$ cat config.mk
export PLATFORM = sky130hd
export DESIGN_NAME = hcbp_queue
export DESIGN_NICKNAME = d
export VERILOG_FILES = /design/src/sv/hcbp_pkg.sv /design/src/sv/hcbp_queue.sv
export SDC_FILE = /design/constraint.sdc
export NUM_CORES = 1
export LEC_CHECK = 0
export BUFFER_PORTS_ARGS = -buffer_cell sky130_fd_sc_hd__buf_4
export CAP_MARGIN = 25
export CORE_MARGIN = 1
export CORE_UTILIZATION = 55
export DETAILED_ROUTE_END_ITERATION = 10
export PLACE_DENSITY = 0.74
export REMOVE_ABC_BUFFERS = 1
export SYNTH_ARGS = -nofsm -noshare
export SYNTH_HDL_FRONTEND = slang
export SYNTH_SLANG_ARGS = --single-unit
$ cat constraint.sdc
create_clock -name clock -period 3.03 [get_ports clock]
set_clock_uncertainty 0.05 [all_clocks]
set_input_delay 0.4545 -clock clock [delete_from_list [all_inputs] [get_ports clock]]
set_output_delay 0.4545 -clock clock [all_outputs]
set_load 0.01 [all_outputs]
$ cat src/sv/hcbp_pkg.sv
// Shared types and constants for the code bit packer.
package hcbp_pkg;

   localparam int CODE_W   = 32;   // width of the code field on the request channel
   localparam int LEN_W    = 6;    // width of a code length
   localparam int SYM_W    = 8;    // width of a symbol
   localparam int BYTE_W   = 8;
   localparam int VBITS_W  = 4;
   localparam int WORD_W   = 40;   // pending byte plus one full-width code
   localparam int BITS_W   = 6;    // holds up to 39 buffered bits
   localparam int Q_DEPTH  = 4;
   localparam int Q_PTR_W  = 2;
   localparam int Q_CNT_W  = 3;

   typedef enum logic [1:0] {
      REQ_LOAD   = 2'd0,
      REQ_ENCODE = 2'd1,
      REQ_FLUSH  = 2'd2
   } req_kind_type;

   // One work entry handed from the front end to the packer.
   typedef struct packed {
      logic              is_flush;
      logic [CODE_W-1:0] code_left;   // code bits, left aligned
      logic [LEN_W-1:0]  code_len;
   } work_entry_type;

endpackage

$ cat src/sv/hcbp_queue.sv
// Short queue of work entries between the front end and the packer.
module hcbp_queue (
   input  logic                      clock,
   input  logic                      reset,
   input  logic                      push_valid,
   input  hcbp_pkg::work_entry_type  push_entry,
   output logic                      push_ready,
   output logic                      pop_valid,
   output hcbp_pkg::work_entry_type  pop_entry,
   input  logic                      pop_ready
);

   hcbp_pkg::work_entry_type          slot_ff [hcbp_pkg::Q_DEPTH];
   logic [hcbp_pkg::Q_PTR_W-1:0]      wr_ptr_ff, rd_ptr_ff;
   logic [hcbp_pkg::Q_CNT_W-1:0]      count_ff, count_in;
   logic                              do_push, do_pop;

   assign push_ready = count_ff != hcbp_pkg::Q_CNT_W'(hcbp_pkg::Q_DEPTH);
   assign pop_valid  = count_ff != '0;
   assign pop_entry  = slot_ff[rd_ptr_ff];
   assign do_push    = push_valid && push_ready;
   assign do_pop     = pop_valid && pop_ready;

   always_comb begin
      count_in = count_ff;
      if (do_push && !do_pop) begin
         count_in = count_ff + 1'b1;
      end else if (do_pop && !do_push) begin
         count_in = count_ff - 1'b1;
      end
   end

   always_ff @(posedge clock) begin
      if (reset) begin
         wr_ptr_ff <= '0;
         rd_ptr_ff <= '0;
         count_ff  <= '0;
      end else begin
         count_ff <= count_in;
         if (do_push) begin
            wr_ptr_ff <= wr_ptr_ff + 1'b1;
         end
         if (do_pop) begin
            rd_ptr_ff <= rd_ptr_ff + 1'b1;
         end
      end
   end

   always_ff @(posedge clock) begin
      if (do_push) begin
         slot_ff[wr_ptr_ff] <= push_entry;
      end
   end

endmodule

== Yosys cells after proc, flatten, opt, wreduce, memory -nomap -nowiden ==
Memory sizes are Yosys's and may differ from the RTL's. A register that Yosys moved wholly into a read port is not among the register bits.
Cells that the tools add are included.

* Register bits after elaboration: 7
* Bits of input ports: 43
* Bits in writable memories: 156
* Memories kept: 1
* Output and inout bits: 41
* Logic and storage cells: 23

{| class="wikitable"
|+ Memory list
! memory !! depth !! width !! rd ports !! clocked after Yosys merged registers in !! write ports !! RTL line !! RTL
|-
| slot_ff || 4 || 39 || 1 || 1 || 1 || hcbp_queue.sv:13 || <nowiki>hcbp_pkg::work_entry_type slot_ff [hcbp_pkg::Q_DEPTH];</nowiki>
|}

* Multiplexer cells: 6
* Equality and inequality tests: 1
* Add/subtract/negate cells: 4
* Reduce and logical (&&, ||, !) cells: 8

{| class="wikitable"
|+ Operators by type and width
! cell !! count
|-
| 3-bit 2-to-1 mux || 2
|-
| 2-bit by 1-bit adder with 2-bit output, second input constant || 2
|-
| 1-bit logical AND || 4
|-
| 2-bit 2-to-1 mux || 2
|-
| 3-bit by 1-bit adder with 3-bit output, second input constant || 1
|-
| 3-bit inequality test, second input constant || 1
|-
| 3-bit nonzero test || 1
|-
| 3-bit by 1-bit subtractor with 3-bit output, second input constant || 1
|-
| 1-bit logical NOT || 2
|-
| 1-bit 2-to-1 mux || 2
|-
| 2-bit nonzero test || 1
|}

== Longest topological paths before layout ==
Gate-level depths: netlist of run 1.

* Depth in word-level cells: 6
* Depth in mapped cells: 8
* Mapped depth without buffers: 8

== Worst setup path before layout of run 1 ==
No wires, ideal clock.

* Path kind: register to register
* From: register count_ff[0] in the netlist's numbering
* To: memory slot_ff[0][0] in the netlist's numbering, enable pin
* Setup slack: 0.830 ns
* Data required time: 2.580 ns
* Arrival time: 1.750 ns
* Cell stages (with the launch flop): 4
* Buffers on the path: 0
* Library setup time: 0.400 ns
* Period minus slack after synthesis: 2.200 ns
* Cell sequence: dfxtp_1 > nor2_1 > a21boi_2 > and2_1

* Word-level cells in the longest chain between the ends: 4

{| class="wikitable"
|+ Ends and longest elaborated chain
! element !! RTL line !! RTL
|-
| start: declaration || hcbp_queue.sv:15 || <nowiki>logic [hcbp_pkg::Q_CNT_W-1:0] count_ff, count_in;</nowiki>
|-
| start signal: assignment || hcbp_queue.sv:39 || <nowiki>count_ff <= count_in;</nowiki>
|-
| 3-bit inequality test || hcbp_queue.sv:18 || <nowiki>assign push_ready = count_ff != hcbp_pkg::Q_CNT_W'(hcbp_pkg::Q_DEPTH);</nowiki>
|-
| 1-bit logical AND || hcbp_queue.sv:21 || <nowiki>assign do_push = push_valid && push_ready;</nowiki>
|-
| via do_push || hcbp_queue.sv:16 || <nowiki>logic do_push, do_pop;</nowiki>
|-
| 1-bit 2-to-1 mux || hcbp_queue.sv:50 || <nowiki>if (do_push) begin</nowiki>
|-
| 1-bit 2-to-1 mux (implied by the code) || hcbp_queue.sv:51 || <nowiki>slot_ff[wr_ptr_ff] <= push_entry;</nowiki>
|-
| end: declaration || hcbp_queue.sv:13 ||
|}

The timed path passes the listed nets, and every way through them passes these cells.

==> results of run 1 <==
## worst max-delay path: stages, from the launching register on
cell,delay (ns)
dfxtp_4,0.65
buf_4,0.29
mux4_2,0.52
buf_4,0.16
## placed cells by master, fill, tap and decap left out
master       n
a21boi_2     1
a21oi_1      1
and2_2       4
buf_12       2
buf_4       92
clkbuf_1     6
clkbuf_16   18
clkbuf_8     1
clkinv_2     2
dfxtp_1      7
dfxtp_2      1
dfxtp_4      1
edfxtp_1   156
fa_1         1
ha_1         5
inv_1        3
inv_4        5
mux2_2       1
mux2i_1      2
mux4_2      39
nand2_1      1
nand2b_1     2
nor2_1       8
o21ai_0      1
o311ai_0     1
o31ai_1      1
or3_1        2
xor2_1       4
## cell families (layout without fill, tap and decap cells)
| family | Yosys count | after routing |
|---|---|---|
| AO/OA/AOI/OAI | 5 | 5 |
| XOR/XNOR | 4 | 4 |
| adder cells (fa/ha/maj) | 6 | 6 |
| buffers and inverters | 12 | 129 |
| flip-flops | 165 | 165 |
| multiplexers | 42 | 42 |
| AND/OR/NAND/NOR | 17 | 17 |
## layer usage
layer / track usage / share of wire
met3: 0.07112 / 0.059
met5: 0 / 0
met4: 0.07730 / 0.013
met2: 0.3240 / 0.53
met1: 0.2278 / 0.39
## cell type report
class | instances | area, µm²
fill | 653 | 3324
inverter | 3 | 11.26
timing repair buffer | 94 | 730.7
multi-input combinational | 74 | 1154
sequential | 165 | 4870
tap | 140 | 175.2
clock buffer | 25 | 486.7
clock inverter | 7 | 41.29
## final timing paths
path | startpoint | end | cells past startpoint
max | flop | pop_entry[26] | 3
min | push_entry[19] | slot_ff[2][19]$_DFFE_PP_ | 1
max reg2reg | count_ff[0]$_SDFFE_PP0P_ | count_ff[2]$_SDFFE_PP0P_ | 8
min reg2reg | wr_ptr_ff[1]$_SDFFE_PP0P_ | wr_ptr_ff[1]$_SDFFE_PP0P_ | 2
## per-stage QoR
step | std cells | setup WS (ns) | instance area, µm² | utilization | power, mW
final | 508 | 0.3646 | 7468 | 0.6920 | 6.321
after CTS | 508 | 0.2675 | 7468 | 0.6920 | 6.401
after global routing | 508 | 0.2034 | 7468 | 0.6920 | 6.596
after detailed placement | 476 | 0.7689 | 6940 | 0.6431 | 4.509
after floorplan | 242 | 0.1122 | 6025 | - | 3.806
after global placement | 476 | 0.8358 | 6940 | 0.6431 | 4.476
## power by group through the flow
stage | combinational, mW | sequential (mW) | clock (mW)
3_3_place_gp | 1.48 | 3.00 | 0
2_1_floorplan | 0.801 | 3.01 | 0
5_1_grt | 1.58 | 3.00 | 2.02
4_1_cts | 1.50 | 2.97 | 1.93
6_report | 1.47 | 2.95 | 1.90
3_5_place_dp | 1.50 | 3.01 | 0
## sequential cells by signal (all words and copies together), names as in the netlist, named ones only
name       flops
slot_ff      156
count_ff       3
wr_ptr_ff      2
rd_ptr_ff      2
==> metrics.yaml, run 1 <==
drive_above_1_share: 0.4538
hold_violations: 0
power_frac_seq: 0.467
final_critical_period_ns: 2.665
antenna_found_initial: 0
post_synth_mux_area_share: 0.1495
hold_ws_ns: 0.07645
antenna_violating_nets_post_route: 0
setup_viol: 0
syn-mean-instance-area_um2: 24.24
synthTopCellsByArea: "edfxtp_1 (77%), mux4_2 (14%), dfxtp_1 (3.0%), ha_1 (1.0%), xor2_1 (0.58%)"
criticalPathCategory: "flop to output pin"
netlist_area_um2: 6083
max-vdd-ir-drop_mv: 0.4419
root_buffer: "clkbuf_8"
synth_seq_area_share: 0.7997
largest_family_of_logic_cells_by_synthesized_area: "multiplexers"
syn2layout_area_growth_pct: 22.77
hold_path.class: "input port to flop"
start_util: 0.5636
post_drt_via_cell_ratio: 5.541
drt-initial-drc-count: 167
fp.dieH_um: 107.2
yosysWarningCount: 0
synth_adder_area_share: 0.01357
io_pins: 84
dominantRegCellSynth: "edfxtp_1"
post-route-period-util: 0.8797
number_of_synthesized_flops_with_an_enable_pin: 156
firstDrtPassIters: 4
power_switching_share: 0.2528
antenna-diode-count: 0
crit_path_start_kind: "flop"
asyncSetResetFlopFracSynth: 0
max_cap_viol_count: 0
cts_tree: "yes"
htreeDepth: 4
grt_usage: 0.1935
netlist.area_leader.share: 0.7701
worstSetupEndpointType: "output pin"
static-leakage-power_nw: 2.576
cts_max_path_buffers: 2
wl_per_cell_um: 19.79
place.port_buffers: 83
grt_pass1_vias: 2981
post_synth_inst_count: 251
largest_fanout_on_the_critical_path: 25
clkPwrFrac: 0.300
cp_data_required_time_ns: 2.53
ctsHoldBuffers: 0
fmaxAchievable_ghz: 0.3752
num-nets-final: 404
synthMostInstantiatedCell: "edfxtp_1"
synthSimpleGateAreaFrac: 0.01378
dieArea_um2: 11490
tightestPinTransition_ns: 0.5404
outcome: "finished clean"
fin_max_slew_vios: 0
cts_num_sinks: 165
reg2reg_setup_slack_ns: 0.77
via_count: 2815
timing.setup.tns_ns: 0
pwr_density_cell_nw_per_um2: 846.4
numCtsBuffers: 17
rsz0062_at_grt: "no"
totalWireLength_mm: 10.05
hpwl_dp_mm: 6.322
worstSkewPairLatency_ns: 0.52
drc_errors: 0
pwr-share-comb: 0.233
core_area_um2: 10790
post_synth_xor_area_fraction: 0.005759
grt_max_degree: 32
p_int_mw: 4.724
synth_cell_types: 23
yosysTopAreaCell: "edfxtp_1"
synthTopCellsByCount: "edfxtp_1 (156), mux4_2 (39), dfxtp_1 (9), nor2_1 (8), ha_1 (5)"
grt_remaining_overflow: 0
critPathArrivalTime_ns: 2.16
post_cts_buffers: 0
slew_headroom: 0.6397
place.gp.congestion: 0.6930
cts.reportedPaths.clkPinSlew_ns: 0.06
num_rows: 38
grt_first_pass_wirelength_mm: 15.53
synth-compound-area-share: 0.006170
switching_power_mw: 1.598
cts_resized: 0
register_bit_count_reported_by_yosys: 165
die_extent_in_x_um: 107.2
(Power assumes the default switching activity.)
==> run 2, diff against run 1 <==
--- a/config.mk
+++ b/config.mk
@@ -8,9 +8,9 @@
 export BUFFER_PORTS_ARGS = -buffer_cell sky130_fd_sc_hd__buf_4
 export CAP_MARGIN = 25
 export CORE_MARGIN = 1
-export CORE_UTILIZATION = 55
+export CORE_UTILIZATION = 30
 export DETAILED_ROUTE_END_ITERATION = 10
-export PLACE_DENSITY = 0.74
+export PLACE_DENSITY = 0.44
 export REMOVE_ABC_BUFFERS = 1
 export SYNTH_ARGS = -nofsm -noshare
 export SYNTH_HDL_FRONTEND = slang
==> metrics.yaml, run 2 (synthesis results as in run 1) <==
place.port_buffers: 83  # unchanged
criticalPathCategory: "flop to output pin"  # unchanged
grt_max_degree: 25  # was 32
fin_max_slew_vios: 0  # unchanged
setup_viol: 0  # unchanged
reg2reg_setup_slack_ns: 0.78  # was 0.77 ns
drc_errors: 0  # unchanged
use_met3: 0.04272  # was 0.07112
htreeDepth: 4  # unchanged
syn2layout_area_growth_pct: 27.33  # was 22.77%
fmaxAchievable_ghz: 0.3972  # was 0.3752 GHz
post_drt_via_cell_ratio: 4.414  # was 5.541
max-vdd-ir-drop_mv: 0.3841  # was 0.4419 mV
grt_remaining_overflow: 0  # unchanged
max_cap_viol_count: 0  # unchanged
drt-initial-drc-count: 89  # was 167
grt_most_used_layer: "met2"  # unchanged
place_inst: 601  # was 476
dieArea_um2: 20850  # was 11490 µm²
critical_path_buf_inv_count: 2  # unchanged
place.gp.congestion: 0.6473  # was 0.6930
antenna-diode-count: 0  # unchanged
totalWireLength_mm: 11.60  # was 10.05 mm
cts_num_sinks: 165  # unchanged
timing.setup.tns_ns: 0  # unchanged
tightestPinTransition_ns: 0.5391  # was 0.5404 ns
start_util: 0.3095  # was 0.5636
rsz0062_at_grt: "no"  # unchanged
crit_path_cell_trace: "buf_12 -> mux4_2 -> buf_4"  # was buf_4 -> mux4_2 -> buf_4
post-route-period-util: 0.8308  # was 0.8797
cts_max_path_buffers: 2  # unchanged
hpwl_dp_mm: 7.125  # was 6.322 mm
critPathArrivalTime_ns: 2.01  # was 2.16 ns
grt_usage: 0.1208  # was 0.1935
cts.reportedPaths.clkPinSlew_ns: 0.06  # about the same
hold_path.class: "input port to flop"  # unchanged
firstDrtPassIters: 4  # unchanged
largest_reg_flops: 156  # unchanged
antenna_found_initial: 0  # unchanged
critical_path.top_delay_family: "flip-flops"  # unchanged
layout_common_cells: "edfxtp_1 (156), buf_4 (91), mux4_2 (39), clkbuf_16 (17), nor2_1 (8)"  # was edfxtp_1 (156), buf_4 (92), mux4_2 (39), clkbuf_16 (18), nor2_1 (8)
static-leakage-power_nw: 2.616  # was 2.576 nW
max_flop_register: "slot_ff"  # unchanged
outcome: "finished clean"  # unchanged
pwr_density_cell_nw_per_um2: 877.0  # was 846.4 nW/µm²
crit_path_start_kind: "flop"  # unchanged
core_area_um2: 19650  # was 10790 µm²
numCtsBuffers: 17  # unchanged
cts_resized: 0  # unchanged
root_buffer: "clkbuf_16"  # was clkbuf_8
fin_util: 0.3941  # was 0.6920
cts_tree: "yes"  # unchanged
largest_fanout_on_the_critical_path: 20  # was 25
num-nets-final: 404  # unchanged
worstSetupEndpointType: "output pin"  # unchanged
worstSkewPairLatency_ns: 0.42  # was 0.52 ns
fp.dieH_um: 144.4  # was 107.2 µm
drive_above_1_share: 0.4592  # was 0.4538
stdcell_count: 633  # was 508
io_pins: 84  # unchanged
grt_pass1_vias: 3088  # was 2981
max_stage_delay_ns: 0.59  # was 0.65 ns
hold_violations: 0  # unchanged
final_critical_period_ns: 2.517  # was 2.665 ns
grt_first_pass_wirelength_mm: 17.61  # was 15.53 mm
reg.largest.list: "slot_ff x156, count_ff x3"  # unchanged
gr-usage-met2: 0.1923  # was 0.3240
hold_ws_ns: 0.1845  # was 0.07645 ns
crit_slowest_cell: "dfxtp_4"  # unchanged
met1_track_utilization_from_global_routing: 0.1491  # was 0.2278
num_rows: 51  # was 38
antenna_violating_nets_post_route: 0  # unchanged
cp_data_required_time_ns: 2.53  # about the same
slew_headroom: 0.6406  # was 0.6397
final_common_cell: "edfxtp_1"  # unchanged
ctsHoldBuffers: 0  # unchanged
wl_per_cell_um: 18.33  # was 19.79 µm
post_cts_buffers: 0  # unchanged
die_extent_in_x_um: 144.4  # was 107.2 µm
via_count: 2794  # was 2815
## run 2: cell types whose count changed in the layout (fill, tap and decap cells not counted), sizes merged
cell,delta
clkbuf,-7
bufinv,+5
clkinv,+4
inv,-4
clkinvlp,+2
## run 2: final cells by class
type | instances | area (µm²)
Clock buffer | 18 | 429.2
Fill cell | 1830 | 11910
Clock inverter | 14 | 207.7
Timing Repair Buffer | 94 | 743.2
Inverter | 3 | 11.26
Tap cell | 265 | 331.6
Sequential cell | 165 | 4870
Multi-Input combinational cell | 74 | 1154
## run 2: per-layer routing
metal | vias up | part of all wire
met5 | - | 0
met1 | 1444 | 0.44
met2 | 68 | 0.49
met4 | 0 | 0.013
met3 | 16 | 0.058
li1 | 1266 | -
## run 2: final timing paths
check,to,cells past startpoint,from
worst max-delay path,pop_entry[35],3,flop
worst min-delay path,slot_ff[1][7]$_DFFE_PP_,1,push_entry[7]
worst max register to register,count_ff[2]$_SDFFE_PP0P_,8,count_ff[0]$_SDFFE_PP0P_
worst min register to register,wr_ptr_ff[1]$_SDFFE_PP0P_,2,wr_ptr_ff[1]$_SDFFE_PP0P_
## run 2: report_power, final
part | total (mW) | internal [mW] | switching (mW)
clock | 2.31 | 1.46 | 0.854
sequential | 2.92 | 2.78 | 0.146
combinational | 1.56 | 0.859 | 0.702
## run 2: stage by stage
stage	power (mW)	worst slack [ns]	cell area, µm²
global route	7.121	0.3805	7746
global placement	4.578	0.8368	7109
detailed placement	4.590	0.7766	7109
floorplan	3.806	0.1122	6025
CTS	6.921	0.4392	7746
finish	6.793	0.5126	7746
==> run 3, diff against run 2 <==
==> constraint.sdc (replaced) <==
create_clock -name clock -period 2.5 [get_ports clock]
set_clock_uncertainty 0.05 [all_clocks]
set_input_delay 0.375 -clock clock [delete_from_list [all_inputs] [get_ports clock]]
set_output_delay 0.375 -clock clock [all_outputs]
set_load 0.01 [all_outputs]
==> metrics.yaml, run 3 (synthesis results as in run 1) <==
outcome: "finished clean"  # unchanged
cts_resized: 0  # unchanged
fp.dieH_um: 144.4  # unchanged
drc_errors: 0  # unchanged
critPathArrivalTime_ns: 1.90  # was 2.01 ns
place.port_buffers: 83  # unchanged
reg.largest.list: "slot_ff x156, count_ff x3"  # unchanged
antenna-diode-count: 0  # unchanged
num_rows: 51  # unchanged
grt_usage: 0.1207  # was 0.1208
dieArea_um2: 20850  # unchanged
hold_violations: 0  # unchanged
htreeDepth: 4  # unchanged
cp_data_required_time_ns: 2.08  # was 2.53 ns
drt-initial-drc-count: 90  # was 89
max_flop_register: "slot_ff"  # unchanged
die_extent_in_x_um: 144.4  # unchanged
via_count: 2800  # was 2794
post-route-period-util: 0.9318
crit_path_start_kind: "flop"  # unchanged
cts_max_path_buffers: 2  # unchanged
root_buffer: "clkbuf_16"  # unchanged
post_drt_via_cell_ratio: 4.403  # was 4.414
postLayoutCellArea_um2: 7675  # was 7746 µm²
criticalPathCategory: "flop to output pin"  # unchanged
antenna_violating_nets_post_route: 0  # unchanged
hold_path.class: "input port to flop"  # unchanged
pwr_density_cell_nw_per_um2: 1007  # was 877.0 nW/µm²
fmaxAchievable_ghz: 0.4293
tightestPinTransition_ns: 0.4633  # was 0.5391 ns
worstSetupEndpointType: "output pin"  # unchanged
cts.reportedPaths.clkPinSlew_ns: 0.06  # about the same
setup_viol: 0  # unchanged
timing.setup.tns_ns: 0  # unchanged
numCtsBuffers: 17  # unchanged
grt_max_degree: 40  # was 25
fin_max_slew_vios: 0  # unchanged
totalWireLength_mm: 11.49  # was 11.60 mm
rsz0062_at_grt: "no"  # unchanged
hold_ws_ns: 0.1072  # was 0.1845 ns
cts_num_sinks: 165  # unchanged
antenna_found_initial: 0  # unchanged
largest_fanout_on_the_critical_path: 15  # was 20
hpwl_dp_mm: 7.105  # was 7.125 mm
final_common_cell: "edfxtp_1"  # unchanged
placed_area_um2: 7157  # was 7109 µm²
num-nets-final: 407  # was 404
drive_above_1_share: 0.4609  # was 0.4592
cts_tree: "yes"  # unchanged
syn2layout_area_growth_pct: 26.16  # was 27.33%
io_pins: 84  # unchanged
wl_per_cell_um: 18.07  # was 18.33 µm
max-vdd-ir-drop_mv: 0.4700  # was 0.3841 mV
static-leakage-power_nw: 2.573  # was 2.616 nW
fin_util: 0.3905  # was 0.3941
ctsHoldBuffers: 0  # unchanged
grt_remaining_overflow: 0  # unchanged
core_area_um2: 19650  # unchanged
largest_reg_flops: 156  # unchanged
grt_first_pass_wirelength_mm: 17.49  # was 17.61 mm
firstDrtPassIters: 5  # was 4
reg2reg_setup_slack_ns: 0.30  # was 0.78 ns
layout_common_cells: "edfxtp_1 (156), buf_4 (92), mux4_2 (39), clkbuf_16 (17), nor2_1 (8)"  # was edfxtp_1 (156), buf_4 (91), mux4_2 (39), clkbuf_16 (17), nor2_1 (8)
worstSkewPairLatency_ns: 0.42  # about the same
post_cts_buffers: 0  # unchanged
slew_headroom: 0.6872  # was 0.6406
totalPowerFinal_mw: 7.730  # was 6.793 mW
grt_pass1_vias: 3044  # was 3088
place.gp.congestion: 0.6593  # was 0.6473
max_cap_viol_count: 0  # unchanged
start_util: 0.3095  # unchanged
final_critical_period_ns: 2.330
==> run 3: cell count changes in the layout (fill, tap and decap cells not counted), sizes merged <==
cell | previous run | this run
clkinvlp | 2 | 5
bufinv | 5 | 0
clkbuf | 18 | 19
clkinv | 6 | 7
buf | 94 | 97
==> run 3: per-stage QoR <==
step,instances,setup WS [ns]
4_1_cts,636,0.09881
5_1_grt,636,0.04837
3_3_place_gp,604,0.4288
3_5_place_dp,604,0.3234
6_report,636,0.1705
2_1_floorplan,242,-0.3383
==> run 3: layout make-up <==
class                   instances  area, µm²
fillers                      1851      11980
repair buffers                 97      790.8
inverters                       3      11.26
well taps                     265      331.6
clock buffers                  19      432.9
clock inverters                13      85.08
multi-input cells              74       1154
flip-flops and latches        165       4870
==> run 3: report_power, final <==
part           internal, mW  leakage, nW  switching, mW
Combinational          1.07        0.830          0.874
Clock                  1.26        0.238           1.01
Sequential             3.36         1.50          0.156
Total                  5.69         2.57           2.04
==> run 3: layer usage <==
| metal | global-route usage | share of wire | wire, µm | up-vias |
|---|---|---|---|---|
| li1 | - | - | - | 1264 |
| met1 | 0.1485 | 0.44 | 5102 | 1456 |
| met2 | 0.1936 | 0.48 | 5482 | 67 |
| met3 | 0.04139 | 0.063 | 722 | 13 |
| met4 | 0.04986 | 0.016 | 184 | 0 |
| met5 | 0 | 0 | 0 | - |
==> run 3: path summary, 6_finish.rpt <==
kind	startpoint	to	depth (start not counted)
worst max-delay path	flop	pop_entry[20]	3
worst min-delay path	push_entry[25]	slot_ff[0][25]$_DFFE_PP_	1
worst max register to register	count_ff[0]$_SDFFE_PP0P_	count_ff[2]$_SDFFE_PP0P_	7
worst min register to register	wr_ptr_ff[1]$_SDFFE_PP0P_	wr_ptr_ff[1]$_SDFFE_PP0P_	2
==> run 3: critical path: stages, from the launching register on <==
cell and delay, ns:
dfxtp_4 0.55, buf_12 0.23, mux4_2 0.53, buf_4 0.16
