### src/sv/hcbp_pkg.sv
// Shared types and constants for the code bit packer.
package hcbp_pkg;

   localparam int CODE_W   = 32;   // width of the code field on the request channel
   localparam int LEN_W    = 6;    // width of a code length
   localparam int SYM_W    = 8;    // width of a symbol
   localparam int BYTE_W   = 8;
   localparam int VBITS_W  = 4;
   localparam int WORD_W   = 40;   // pending byte plus one full-width code
   localparam int BITS_W   = 6;    // holds up to 39 buffered bits
   localparam int Q_DEPTH  = 4;
   localparam int Q_PTR_W  = 2;
   localparam int Q_CNT_W  = 3;

   typedef enum logic [1:0] {
      REQ_LOAD   = 2'd0,
      REQ_ENCODE = 2'd1,
      REQ_FLUSH  = 2'd2
   } req_kind_type;

   // One work entry handed from the front end to the packer.
   typedef struct packed {
      logic              is_flush;
      logic [CODE_W-1:0] code_left;   // code bits, left aligned
      logic [LEN_W-1:0]  code_len;
   } work_entry_type;

endpackage

### src/sv/hcbp_if.sv


interface hcbp_rsp_if;
   logic                            valid;
   logic                            ready;
   logic [hcbp_pkg::BYTE_W-1:0]     packed_byte;
   logic [hcbp_pkg::VBITS_W-1:0]    valid_bits;
   logic                            last_of_run;

   modport source (output valid, packed_byte, valid_bits, last_of_run, input ready);
   modport sink   (input valid, packed_byte, valid_bits, last_of_run, output ready);
endinterface

### src/sv/hcbp_back.sv
// Back end: merges codes into the bit buffer and emits bytes through an output register.
module hcbp_back (
   input  logic                      clock,
   input  logic                      reset,
   input  logic                      pop_valid,
   input  hcbp_pkg::work_entry_type  pop_entry,
   output logic                      pop_ready,
   hcbp_rsp_if.source                rsp_chan
);

   // The buffer is left aligned; bits below the count are always zero.
   logic [hcbp_pkg::WORD_W-1:0]  word_ff, word_in;
   logic [hcbp_pkg::BITS_W-1:0]  bits_ff, bits_in;

   logic                         out_valid_ff;
   logic [hcbp_pkg::BYTE_W-1:0]  out_byte_ff, out_byte_in;
   logic [hcbp_pkg::VBITS_W-1:0] out_vbits_ff, out_vbits_in;
   logic                         out_last_ff, out_last_in;
   logic                         out_load;
   logic                         out_free;
   logic [hcbp_pkg::WORD_W-1:0]  merged;

   assign out_free = !out_valid_ff || rsp_chan.ready;
   assign merged   = {word_ff[hcbp_pkg::WORD_W-1 -: hcbp_pkg::BYTE_W],
                      {hcbp_pkg::CODE_W{1'b0}}}
                   | ({pop_entry.code_left, {hcbp_pkg::BYTE_W{1'b0}}} >> bits_ff[2:0]);

   always_comb begin
      word_in      = word_ff;
      bits_in      = bits_ff;
      pop_ready    = 1'b0;
      out_load     = 1'b0;
      out_byte_in  = word_ff[hcbp_pkg::WORD_W-1 -: hcbp_pkg::BYTE_W];
      out_vbits_in = hcbp_pkg::VBITS_W'(hcbp_pkg::BYTE_W);
      out_last_in  = 1'b0;
      priority if (bits_ff >= hcbp_pkg::BITS_W'(hcbp_pkg::BYTE_W)) begin
         if (out_free) begin
            out_load    = 1'b1;
            out_last_in = bits_ff < hcbp_pkg::BITS_W'(2 * hcbp_pkg::BYTE_W);
            word_in     = word_ff << hcbp_pkg::BYTE_W;
            bits_in     = bits_ff - hcbp_pkg::BITS_W'(hcbp_pkg::BYTE_W);
         end
      end else if (pop_valid && pop_entry.is_flush) begin
         if (bits_ff == '0) begin
            pop_ready = 1'b1;
         end else if (out_free) begin
            pop_ready    = 1'b1;
            out_load     = 1'b1;
            out_vbits_in = {1'b0, bits_ff[2:0]};
            out_last_in  = 1'b1;
            word_in      = '0;
            bits_in      = '0;
         end
      end else if (pop_valid) begin
         pop_ready = 1'b1;
         word_in   = merged;
         bits_in   = bits_ff + pop_entry.code_len;
      end else begin
         word_in = word_ff;
      end
   end

   always_ff @(posedge clock) begin
      if (reset) begin
         word_ff      <= '0;
         bits_ff      <= '0;
         out_valid_ff <= 1'b0;
      end else begin
         word_ff <= word_in;
         bits_ff <= bits_in;
         if (out_load) begin
            out_valid_ff <= 1'b1;
         end else if (rsp_chan.ready) begin
            out_valid_ff <= 1'b0;
         end
      end
   end

   always_ff @(posedge clock) begin
      if (out_load) begin
         out_byte_ff  <= out_byte_in;
         out_vbits_ff <= out_vbits_in;
         out_last_ff  <= out_last_in;
      end
   end

   assign rsp_chan.valid       = out_valid_ff;
   assign rsp_chan.packed_byte = out_byte_ff;
   assign rsp_chan.valid_bits  = out_vbits_ff;
   assign rsp_chan.last_of_run = out_last_ff;

endmodule

### src/flat_wrapper.sv
// flat-port wrapper written by rule: the top's interface ports become plain ports
module hcbp_back_flat 
  (clock, reset, pop_valid, pop_entry, pop_ready, rsp_chan_valid, rsp_chan_packed_byte, rsp_chan_valid_bits, rsp_chan_last_of_run, rsp_chan_ready);
  hcbp_rsp_if rsp_chan_i ();
  input  logic clock;
  input  logic reset;
  input  logic pop_valid;
  input  hcbp_pkg::work_entry_type pop_entry;
  output logic pop_ready;
  output wire logic [$bits(rsp_chan_i.valid)-1:0] rsp_chan_valid;
  output wire logic [$bits(rsp_chan_i.packed_byte)-1:0] rsp_chan_packed_byte;
  output wire logic [$bits(rsp_chan_i.valid_bits)-1:0] rsp_chan_valid_bits;
  output wire logic [$bits(rsp_chan_i.last_of_run)-1:0] rsp_chan_last_of_run;
  input wire logic [$bits(rsp_chan_i.ready)-1:0] rsp_chan_ready;
  assign rsp_chan_valid = rsp_chan_i.valid;
  assign rsp_chan_packed_byte = rsp_chan_i.packed_byte;
  assign rsp_chan_valid_bits = rsp_chan_i.valid_bits;
  assign rsp_chan_last_of_run = rsp_chan_i.last_of_run;
  assign rsp_chan_i.ready = rsp_chan_ready;
  hcbp_back u_core (.clock(clock), .reset(reset), .pop_valid(pop_valid), .pop_entry(pop_entry), .pop_ready(pop_ready), .rsp_chan(rsp_chan_i));
endmodule
### config.mk
export PLATFORM = sky130hd
export DESIGN_NAME = hcbp_back_flat
export DESIGN_NICKNAME = d
export VERILOG_FILES = /design/src/sv/hcbp_pkg.sv /design/src/sv/hcbp_if.sv /design/src/sv/hcbp_back.sv /design/src/flat_wrapper.sv
export SDC_FILE = /design/constraint.sdc
export NUM_CORES = 1
export LEC_CHECK = 0
export ABC_AREA = 1
export BUFFER_PORTS_ARGS = -buffer_cell sky130_fd_sc_hd__buf_4
export CAP_MARGIN = 20
export CELL_PAD_IN_SITES_DETAIL_PLACEMENT = 2
export CELL_PAD_IN_SITES_GLOBAL_PLACEMENT = 2
export CORE_MARGIN = 2
export CORE_UTILIZATION = 31
export CTS_BUF_LIST = sky130_fd_sc_hd__clkbuf_16
export DETAILED_ROUTE_END_ITERATION = 7
export GPL_TIMING_DRIVEN = 1
export PLACE_DENSITY = 0.9
export SLEW_MARGIN = 20
export SYNTH_ARGS = -nofsm -noshare
export SYNTH_HDL_FRONTEND = slang
export SYNTH_SLANG_ARGS = --single-unit
### constraint.sdc
create_clock -name clock -period 2.2 [get_ports clock]
set_input_delay 0.22 -clock clock [delete_from_list [all_inputs] [get_ports clock]]
set_output_delay 0.22 -clock clock [all_outputs]
set_load 0.03 [all_outputs]
-- Word level (Yosys, flattened, before mapping)
Cells that the tools add are included.
W data, S select, Z words.
- divide/modulo/power cells: 0
- muxes and demuxes: 25
- $mul: 0
- eq/ne operators: 3
- $lt $le $gt $ge: 2
- shift operators: 1
- bitwise logic cells: 3
- reduce and logical (&&, ||, !) cells: 9
- $add $sub $neg: 2
- operators with widths (kind ; number):
    $mux W40 ; 6
    $or A40 B40 Y40 ; 1
    $shr A40 B3 Y40 ; 1
    $mux W6 ; 6
    $mux W1 ; 12
    $add A6 B6 Y6 ; 1
    $ge A6 B4 Y1 const B ; 1
    $logic_not A6 Y1 ; 1
    $lt A6 B5 Y1 const B ; 1
    $sub A6 B4 Y6 const B ; 1
    $mux W4 ; 1
    $ne A2 B1 Y1 const B ; 2
    $reduce_and A4 Y1 ; 1
    $reduce_or A4 Y1 ; 1
    $ne A3 B2 Y1 const B ; 1
    $reduce_bool A3 Y1 ; 1
    $reduce_or A3 Y1 ; 1
    $not A1 Y1 ; 2
    $reduce_bool A2 Y1 ; 1
    $logic_and A1 B1 Y1 ; 1
    $logic_not A1 Y1 ; 1
    $logic_or A1 B1 Y1 ; 1
- bits of input ports: 43
- register bits after elaboration: 60
- bits in read-only memories: 0
- output and inout port bits: 15
- bits in writable memories: 0
- latch bits: 0
- memories kept: 0

-- Longest topological paths before layout
Gate-level depths: netlist (run 1).
- word-level depth: 7
- mapped depth: 12
- gate-level depth less buffers: 10

-- Worst setup path before layout (run 1)
OpenSTA, ideal clock, no wires.
- path kind: register to register
- start point: register u_core.bits_ff[4] in the netlist's numbering
- end point: register u_core.out_last_ff (netlist: u_core.rsp_chan.last_of_run) (enable)
- cell stages (with the launch flop): 8
- period minus slack after synthesis: 1805 ps
- data required time: 1842 ps
- buffers on the path: 0
- data arrival time: 1447 ps
- path slack: 395 ps
- path through: dfxtp_1 -> inv_1 -> ha_1 -> nand3_2 -> nand2_4 -> inv_1 -> nand4_2 -> nand2_1
- cells in the longest elaborated chain, start to end: 4
- elaborated cells on any way between the ends: 5
- those cells by class: order compare: 1; mux: 3; reduce/logical: 1
- ends and longest elaborated chain (element ; RTL line ; source):
    start, declared ; hcbp_back.sv:13 ; logic [hcbp_pkg::BITS_W-1:0] bits_ff, bits_in;
    start signal, assigned ; hcbp_back.sv:70 ; bits_ff <= bits_in;
    branches (longest 3 deep; another with $ge A6 B4 Y1) ; - ;
    $mux W1 * ; hcbp_back.sv:36 ; priority if (bits_ff >= hcbp_pkg::BITS_W'(hcbp_pkg::BYTE_W)) begin
    via u_core.out_load ; hcbp_back.sv:19 ; logic out_load;
    end signal, assigned ; hcbp_back.sv:83 ; out_last_ff <= out_last_in;
    end, declared ; hcbp_back.sv:18 ; logic out_last_ff, out_last_in;
Mark *: on every way through the listed nets, which the timed path passes.
A chain may end at the register's enable or synchronous reset.

-- Worst setup path in the final report (run 1)
- start point: register u_core.bits_ff[4] in the netlist's numbering
- end point: register u_core.word_ff[29] in the netlist's numbering
- cells in the longest elaborated chain, start to end: 3
- elaborated cells on any way between the ends: 7
- those cells by class: order compare: 1; eq/ne: 2; mux: 1; reduce/logical: 3
- ends and longest elaborated chain (element ; RTL line ; source):
    $ge A6 B4 Y1 / $logic_not A6 Y1 (equally long branches) ; hcbp_back.sv:36, hcbp_back.sv:44 ;
    $ne A3 B2 Y1 (no line) (tied with other cells) ; - ;
    $reduce_and A4 Y1 (no line) ; - ;
    end signal, assigned ; hcbp_back.sv:69 ; word_ff <= word_in;
    end, declared ; hcbp_back.sv:12 ; logic [hcbp_pkg::WORD_W-1:0] word_ff, word_in;
Parallel ways exist; a longest one is shown, timed or not.

==> summary.md, run 1 <==
| Metric | Value |
|---|---|
| Status | `finished clean` |
| Synthesized flop and latch total | `59` |
| Via Count | `4701` |
| Most frequent cells in the layout | `nand2_1, nor2_1, buf_4, o21ai_0` |
| Wirelength, routed | `17100 um` |
| Max clock buf depth | `2` |
| Critical Path Most Common Cell | `nand2_4` |
| Worst endpoint required time | `2.42 ns` |
| DRT Pass-1 Iters | `4` |
| TNS Setup | `0 ns` |
| Leakage | `0.00238 uW` |
| Pwr/cell area | `1530 nW/um^2` |
| Residual DRC count | `0` |
| Post-synth ARST share | `0` |
| Critical Path AT | `2.32 ns` |
| Max-cap violations | `0` |
| Hold WS | `0.165 ns` |
| Area of the mapped netlist | `4150 sq um` |
| Post-synth EDFFs | `13` |
| CP bufs+invs | `2` |
| CTS tree | `done` |
| Core area | `13200 sq um` |
| Worst skew pair latency | `0.34 ns` |
| Die area | `14300 sq um` |
| Nets | `781` |
| Final GP Congestion | `0.875` |
| Crit path launch type | `flop` |
| Highest Signal Layer | `met4` |
| Tcrit/Tclk final | `0.952` |
| Slew @ Worst Pin | `0.518 ns` |
| Clock-pin slew on the worst setup and hold paths | `0.06 ns` |
| Total GRT Usage | `0.248` |
| Chip height | `120 um` |
| Mapped Nets | `735` |
| DR WL/cell | `18.8 um` |
| Final HPWL DP | `11800 um` |
| Remaining antenna violation count after routing | `0` |
| Num ports | `58` |
| CP max stage delay | `0.41 ns` |
| Main synth FF type | `dfxtp_1` |
| DR iter-0 viols | `188` |
| Crit-path cells | `inv_1 > ha_1 > nand3_2 > nand2_4 > nand2_4 > nand2_4 > nor2_8 > buf_12 > nand2_1 > nor2_1 > nor2_1` |
| CP top delay family | `simple AND/OR/NAND/NOR gates` |
| Floorplan row count | `42` |
| Antenna diodes | `0` |
| Multi-input logic area | `2480 sq um` |
| Gr ovfl total | `0` |
| Initial Utilization | `0.315` |
| Fill cells | `1620` |
| Max Freq | `478 MHz` |
| Slew margin rel. | `0.654` |
| Number of global-route vias before repair | `5250` |
| CTS Sinks | `59` |
| Clk root buf | `clkbuf_16` |
| Final min period | `2.09 ns` |
| Num CTS Buffers | `9` |
| Chip width | `120 um` |
| Worst Hold Class | `input pin to flop` |
| RSZ-0062 raised after global routing | `no` |
| Fin. Hold Viols | `0` |
| Setup violators final | `0` |
| CP max FO | `27` |
| CP endpoint kind | `flop` |
| Peak VDD IR | `0.546 mV` |
| Share of cells above drive strength 1 | `0.144` |
| Skew final | `0.00914 ns` |
| Initial antenna violation count | `0` |
| Post-synthesis sequential area ratio | `0.316` |
| # H-tree levels | `3` |
| WL met1 | `6920 um` |
| PortBufs | `57` |
| Ys Warns | `0` |
| Register area | `1310 sq um` |
| Slowest CP cell | `dfxtp_1` |
| Leading cell type in the layout, fill and taps excluded | `nand2_1` |
| WL met2 | `9370 um` |
| Area delta synth->final | `20.6%` |
| Synth cell types | `32` |
| Global-route wire length before repair | `27600 um` |
| Slew Limit Fails | `0` |
| Syn_area_per_cell | `6.07 sq um` |
| Metal3 WL | `513 um` |
| Worst setup path class | `flop to flop` |
| Routed vias/inst | `5.16` |
| Synth Instances | `684` |
| Maximum number of pins on one net before global-route repair | `48` |
[timing repair]
item                                    in CTS  in global routing
endpoints found under the setup margin       0                 17
buffers inserted                             0                  2
gates resized for setup                      0                  2
hold buffers                                 0                  0
endpoints found under the hold margin        0                  0
[final timing paths]
kind / startpoint / endpoint / slack (ns) / cells after the start
worst max register to register: u_core.bits_ff[4] / u_core.word_ff[29] / 0.11 / 11
worst min register to register: u_core.word_ff[32] / u_core.rsp_chan.packed_byte[0] / 0.44 / 0
worst min-delay path: reset / u_core.word_ff[37] / 0.16 / 2
worst max-delay path: u_core.bits_ff[4] / u_core.word_ff[29] / 0.11 / 11
[synthesized netlist by cell type, types with 2 or more instances]
master,count,area [sq um]
a21oi_1,40,200
buf_1,2,7.51
buf_2,13,65.1
buf_4,3,22.5
buf_6,7,78.8
clkbuf_1,14,52.6
dfxtp_1,46,921
edfxtp_1,13,390
ha_1,7,87.6
inv_1,32,120
inv_2,2,7.51
nand2_1,255,957
nand2_2,2,12.5
nand2_4,3,33.8
nand3_1,46,230
nand3b_1,3,22.5
nand4_1,2,12.5
nor2_1,109,409
nor2_8,2,40.0
nor3_1,2,10.0
o211ai_1,2,15.0
o21ai_0,48,240
o21ai_1,18,90.1
or2_2,4,25.0
xor2_1,2,17.5
[logic make-up after synthesis]
family | Yosys count | synth area share
AOI/OAI and AO/OA | 109 | 0.135
and+or+nand+nor | 431 | 0.430
adders and majority gates | 8 | 0.0259
xor gates and xnor gates | 3 | 0.00633
buffers and inverters | 74 | 0.0868
DFF | 59 | 0.316
[cell type report]
cell class	instances	area share
clock buffers	9	0.0450
clock inverters	7	0.00724
inverters	35	0.0267
multi-input cells	551	0.496
flip-flops and latches	59	0.262
well taps	176	0.0440
repair buffers	74	0.119
[metal layers]
layer	vias up	GRT usage
met5	-	0
met4	0	0.0676
met3	24	0.0504
met2	78	0.476
met1	2322	0.273
li1	2277	-
[metrics by stage]
stage	instance area, sq um	power (uW)	setup WS (ns)	util	instances
after CTS	4990	7650	0.0781	0.378	909
after detailed placement	4730	6240	0.145	0.358	893
after global placement	4730	5850	0.381	0.358	893
final	5010	7660	0.106	0.380	911
after global routing	5010	8290	0.0198	0.380	911
after floorplan	4150	4910	0.395	-	684
[report_power, final]
part	internal, uW	switching [uW]
sequential	1590	271
combinational	1460	3070
clock	745	530
total	3790	3870
[flip-flops by register name, summed over array words and instances (netlist names)]
name and cells:
u_core.bits_ff 6, u_core.rsp_chan.last_of_run 1, u_core.rsp_chan.packed_byte 8, u_core.rsp_chan.valid 1
u_core.rsp_chan.valid_bits 4, u_core.word_ff 39
(Power assumes the default switching activity.)
==> run 2, diff against run 1 <==
--- a/config.mk
+++ b/config.mk
@@ -10,6 +10,7 @@
 export CAP_MARGIN = 20
 export CELL_PAD_IN_SITES_DETAIL_PLACEMENT = 2
 export CELL_PAD_IN_SITES_GLOBAL_PLACEMENT = 2
+export CORE_ASPECT_RATIO = 1.75
 export CORE_MARGIN = 2
 export CORE_UTILIZATION = 31
 export CTS_BUF_LIST = sky130_fd_sc_hd__clkbuf_16
==> summary.md, run 2 (synthesis gave the netlist of run 1 again) <==
| Metric | Value |
|---|---|
| PortBufs | `57` |
| DR iter-0 viols | `191` |
| Initial antenna violation count | `0` |
| Number of global-route vias before repair | `5337` |
| Num CTS Buffers | `9` |
| Critical Path AT | `2.28 ns` |
| Gr ovfl total | `0` |
| Busiest grt layer | `met2` |
| Wirelength, routed | `17000 um` |
| Reg with most FFs | `u_core.word_ff` |
| Core area | `13200 sq um` |
| Global-route wire length before repair | `27800 um` |
| Core Util, Final | `0.380` |
| Slew margin rel. | `0.643` |
| GR Util met1 | `0.262` |
| Routed vias/inst | `5.20` |
| Antenna diodes | `0` |
| Final non-filler cell total | `907` |
| Worst Hold Class | `input pin to flop` |
| # H-tree levels | `3` |
| Skew final | `0.00475 ns` |
| Chip width | `91.5 um` |
| Nets | `779` |
| Clock-pin slew on the worst setup and hold paths | `0.05 ns` |
| Peak VDD IR | `0.724 mV` |
| Max Freq | `490 MHz` |
| Tcrit/Tclk final | `0.928` |
| TNS Setup | `0 ns` |
| Remaining antenna violation count after routing | `0` |
| Setup Fix Bufs, Post-CTS | `0` |
| Max clock buf depth | `2` |
| Leakage | `0.00239 uW` |
| Maximum number of pins on one net before global-route repair | `61` |
| CP max FO | `60` |
| Num ports | `58` |
| Grt met2 use | `0.475` |
| Pwr/cell area | `1560 nW/um^2` |
| Setup violators final | `0` |
| Crit path launch type | `flop` |
| Pwr Total | `7840 uW` |
| Fin. Hold Viols | `0` |
| Slew @ Worst Pin | `0.535 ns` |
| CTS Sinks | `59` |
| Status | `finished clean` |
| Max FFs per register | `39` |
| DR WL/cell | `18.8 um` |
| Fill cells | `1624` |
| Max-cap violations | `0` |
| Area delta synth->final | `21.2%` |
| DRT Pass-1 Iters | `4` |
| Leading cell type in the layout, fill and taps excluded | `nand2_1` |
| Initial Utilization | `0.314` |
| Residual DRC count | `0` |
| Share of cells above drive strength 1 | `0.142` |
| Die area | `14400 sq um` |
| Final GP Congestion | `0.808` |
| Final HPWL DP | `12400 um` |
| Met3 Usage GRT | `0.0258` |
| CP endpoint kind | `flop` |
| CTS tree | `done` |
| Worst setup path class | `flop to flop` |
| Most frequent cells in the layout | `nand2_1, nor2_1, buf_4, o21ai_0, nand3_1` |
| Chip height | `157 um` |
| Via Count | `4715` |
| Floorplan row count | `56` |
| RSZ-0062 raised after global routing | `no` |
| Clk root buf | `clkbuf_16` |
| Post_cts resized | `0` |
| Cts hold-fix bufs | `0` |
| Worst skew pair latency | `0.33 ns` |
| Final min period | `2.04 ns` |
| Dpl cells | `891` |
| Slew Limit Fails | `0` |
| Worst endpoint required time | `2.44 ns` |
| Total GRT Usage | `0.244` |
run 2: routing by layer:
metal  vias up  part of all wire
li1       2268                 -
met1      2334              0.39
met4         0             0.034
met5         -                 0
met2        79              0.56
met3        34             0.023
run 2: report_power, final:
part	internal, uW	switching (uW)
registers	1600	304
clock network	975	505
logic	1380	3090
run 2: layout make-up:
type | count | area [sq um] | area share
clock buffer | 9 | 225 | 0.0447
timing repair buffer | 72 | 578 | 0.115
multi-input combinational | 551 | 2480 | 0.494
clock inverter | 7 | 82.6 | 0.0164
tap | 174 | 218 | 0.0432
inverter | 35 | 134 | 0.0266
sequential | 59 | 1310 | 0.261
run 2: through the flow:
step | cell area (sq um) | hold WS [ns] | setup WS, ns
after floorplan | 4150 | 0.391 | 0.395
after global placement | 4720 | 0.437 | 0.342
after detailed placement | 4720 | 0.454 | 0.139
after CTS | 5030 | 0.172 | 0.00384
after global routing | 5030 | 0.184 | 0.0510
final | 5030 | 0.176 | 0.159
run 2: final timing paths:
path                      from           endpoint  slack [ns]  cells past startpoint
min                      reset  u_core.word_ff[8]        0.18                      2
max reg2reg  u_core.bits_ff[4]  u_core.word_ff[1]        0.16                     10
min reg2reg  u_core.word_ff[8]  u_core.word_ff[8]        0.48                      2
max          u_core.bits_ff[4]  u_core.word_ff[1]        0.16                     10
run 2: critical path: stages, from the launching register on:
cell	delay (ns)
dfxtp_1	0.39
inv_1	0.12
ha_1	0.23
nand2_1	0.12
nand2_1	0.13
o21ai_4	0.25
nor2_8	0.07
buf_12	0.18
o21ai_0	0.11
nand2_1	0.11
nor2_1	0.21
==> run 3, diff against run 2 <==
--- a/config.mk
+++ b/config.mk
@@ -5,18 +5,18 @@
 export SDC_FILE = /design/constraint.sdc
 export NUM_CORES = 1
 export LEC_CHECK = 0
-export ABC_AREA = 1
 export BUFFER_PORTS_ARGS = -buffer_cell sky130_fd_sc_hd__buf_4
 export CAP_MARGIN = 20
 export CELL_PAD_IN_SITES_DETAIL_PLACEMENT = 2
 export CELL_PAD_IN_SITES_GLOBAL_PLACEMENT = 2
 export CORE_ASPECT_RATIO = 1.75
 export CORE_MARGIN = 2
-export CORE_UTILIZATION = 31
+export CORE_UTILIZATION = 35
 export CTS_BUF_LIST = sky130_fd_sc_hd__clkbuf_16
 export DETAILED_ROUTE_END_ITERATION = 7
+export GPL_ROUTABILITY_DRIVEN = 1
 export GPL_TIMING_DRIVEN = 1
-export PLACE_DENSITY = 0.9
+export PLACE_DENSITY = 0.89
 export SLEW_MARGIN = 20
 export SYNTH_ARGS = -nofsm -noshare
 export SYNTH_HDL_FRONTEND = slang
==> summary.md, run 3 <==
| Metric | Value |
|---|---|
| Main synth FF type | `dfxtp_1` |
| Final GP Congestion | `0.884` |
| Remaining antenna violation count after routing | `0` |
| Slew @ Worst Pin | `0.578 ns` |
| Slew Limit Fails | `0` |
| Max clock buf depth | `2` |
| Area of the mapped netlist | `3860 sq um` |
| Leading cell type in the layout, fill and taps excluded | `nand2_1` |
| Fill cells | `1147` |
| Final min period | `2.36 ns` |
| NetSw | `3550 uW` |
| WL met2 | `9360 um` |
| Core area | `10700 sq um` |
| Failing checks | `setup timing` |
| Peak VDD IR | `0.775 mV` |
| Floorplan row count | `50` |
| Gate power share | `0.562` |
| Yosys top cell area share | `0.239` |
| Die area | `11900 sq um` |
| Max Freq | `424 MHz` |
| Ys Warns | `0` |
| CP max stage delay | `0.44 ns` |
| CTS tree | `done` |
| Clk root buf | `clkbuf_16` |
| CP endpoint kind | `flop` |
| Post-synth EDFFs | `13` |
| DRT Pass-1 Iters | `4` |
| Reg with most FFs | `u_core.word_ff` |
| Via Count | `3992` |
| Worst skew pair latency | `0.34 ns` |
| Synth cell types | `50` |
| Clk pwr share | `0.196` |
| DR WL/cell | `28.1 um` |
| Wirelength, routed | `17500 um` |
| Clock-pin slew on the worst setup and hold paths | `0.05 ns` |
| Post-synthesis sequential area ratio | `0.340` |
| Crit path launch type | `flop` |
| WL met1 | `6250 um` |
| # H-tree levels | `3` |
| Top cells by count, synth | `nand2_1, dfxtp_1, nor2_1` |
| Post-synth ARST share | `0` |
| Internal power | `4170 uW` |
| XOR/XNOR Fraction of Synth Area | `0.00908` |
| Slowest CP cell | `a222oi_1` |
| Chip width | `83.4 um` |
| Top-count cell post-synth | `nand2_1` |
| CTS Sinks | `59` |
| Num ports | `58` |
| Share of cells above drive strength 1 | `0.349` |
| Routed vias/inst | `6.39` |
| Status | `complete, but fails checks` |
| Sw Share | `0.460` |
| Num CTS Buffers | `9` |
| Synth top area cells | `dfxtp_1, mux4_2, edfxtp_1, nand2_1, a221oi_1` |
| Setup violators final | `5` |
| DR iter-0 viols | `243` |
| Dpl cells | `607` |
| Residual DRC count | `0` |
| Initial Utilization | `0.361` |
| Global-route wire length before repair | `25900 um` |
| Post-Synth Adder-Cell Area | `0.0279` |
| Skew final | `0.00777 ns` |
| Gr ovfl total | `0` |
| Compound-Gate Fraction of Synth Area | `0.164` |
| Seq pwr share | `0.242` |
| Worst Hold Class | `input pin to flop` |
| Synth Instances | `426` |
| Maximum number of pins on one net before global-route repair | `48` |
| Number of global-route vias before repair | `4442` |
| Leakage | `0.00201 uW` |
| Main combinational cell family by area after synthesis | `simple AND/OR/NAND/NOR gates` |
| Antenna diodes | `0` |
| Chip height | `143 um` |
| RSZ-0062 raised after global routing | `yes` |
| Tcrit/Tclk final | `1.07` |
| Max-cap violations | `0` |
| CP max FO | `7` |
| Pwr/cell area | `1510 nW/um^2` |
| Simple-Gate Fraction of Synth Area | `0.213` |
| Setup WS post-layout | `-0.158 ns` |
| Final HPWL DP | `11300 um` |
| Area leader, netlist | `dfxtp_1` |
| Critical Path AT | `2.55 ns` |
| Most frequent cells in the layout | `nand2_1, buf_4, dfxtp_1, nor2_1, mux4_2` |
| Worst endpoint required time | `2.39 ns` |
| Worst setup path class | `flop to flop` |
| Area delta synth->final | `32.2%` |
| Nets | `541` |
| Highest Signal Layer | `met4` |
| Crit-path cells | `buf_4 > mux2_2 > mux2i_1 > o21ai_0 > a222oi_1 > nor3_1` |
| Syn_area_per_cell | `9.06 sq um` |
| Fin. Hold Viols | `0` |
| Slew margin rel. | `0.610` |
| Synthesized flop and latch total | `59` |
| Final non-filler cell total | `625` |
| Initial antenna violation count | `0` |
| Metal3 WL | `805 um` |
| PortBufs | `57` |
| Core Util, Final | `0.477` |
| Max FFs per register | `39` |
| TNS Setup | `-0.368 ns` |
| Post-synthesis mux area share | `0.193` |
| Total GRT Usage | `0.288` |
| Hold WS | `0.231 ns` |
| Mapped Nets | `477` |
| Cts hold-fix bufs | `0` |
## run 3: area by class of cell
cell class / instances / area (sq um) / area share
Multi-Input combinational cell: 321 / 2520 / 0.495
Sequential cell: 59 / 1320 / 0.259
Timing Repair Buffer: 90 / 748 / 0.147
Clock buffer: 9 / 225 / 0.0442
Tap cell: 130 / 163 / 0.0319
Clock inverter: 7 / 85.1 / 0.0167
Inverter: 9 / 33.8 / 0.00662
## run 3: worst max-delay path: cells and delay by family (launching register included)
family / cells / cell delay [ns]
AOI/OAI and AO/OA: 2 / 0.74
muxes: 2 / 0.71
DFF: 1 / 0.43
buffers and inverters: 1 / 0.21
and+or+nand+nor: 1 / 0.11
## run 3: power groups by stage
stage          clock network (uW)  registers (uW)  logic [uW]
6_report                     1510            1870        4340
2_1_floorplan                   0            1980        2100
3_5_place_dp                    0            1840        3630
5_1_grt                      1580            1900        4580
3_3_place_gp                    0            1810        3380
4_1_cts                      1520            1840        3860
## run 3: per-stage QoR
step                total power, uW  instance area [sq um]  setup WS, ns
floorplan                      4080                   3860        0.0597
global placement               5190                   4570         0.119
detailed placement             5470                   4570        -0.135
CTS                            7220                   4950       -0.0515
global route                   8060                   5100        -0.154
finish                         7720                   5100        -0.158
## run 3: cell families (layout without fill, tap and decap cells)
group / after synthesis / after routing
AND/OR/NAND/NOR: 185 / 185
AO/OA/AOI/OAI: 85 / 85
flip-flops: 59 / 59
buffers and inverters: 46 / 115
multiplexers: 39 / 39
adder cells (fa/ha/maj): 8 / 8
XOR/XNOR: 4 / 4
## run 3: path summary, 6_finish.rpt
kind                            from                              to  slack (ns)  cells after the start
hold reg to reg   u_core.word_ff[35]  u_core.rsp_chan.packed_byte[3]        0.44                      0
setup / recovery   u_core.bits_ff[1]              u_core.word_ff[32]       -0.16                      6
setup reg to reg   u_core.bits_ff[1]              u_core.word_ff[32]       -0.16                      6
hold / removal        rsp_chan_ready           u_core.rsp_chan.valid        0.23                      3
## run 3: layer usage
metal	GRT usage	vias to the layer above
met1	0.294	2034
met4	0.196	0
met5	0	-
li1	-	1713
met2	0.527	180
met3	0.0520	65
## run 3: repair_timing
| action | 4_1_cts | 5_1_grt |
|---|---|---|
| pin swaps | 0 | 3 |
| gates resized for setup | 15 | 30 |
| endpoints found under the setup margin | 48 | 54 |
| setup buffers | 1 | 1 |
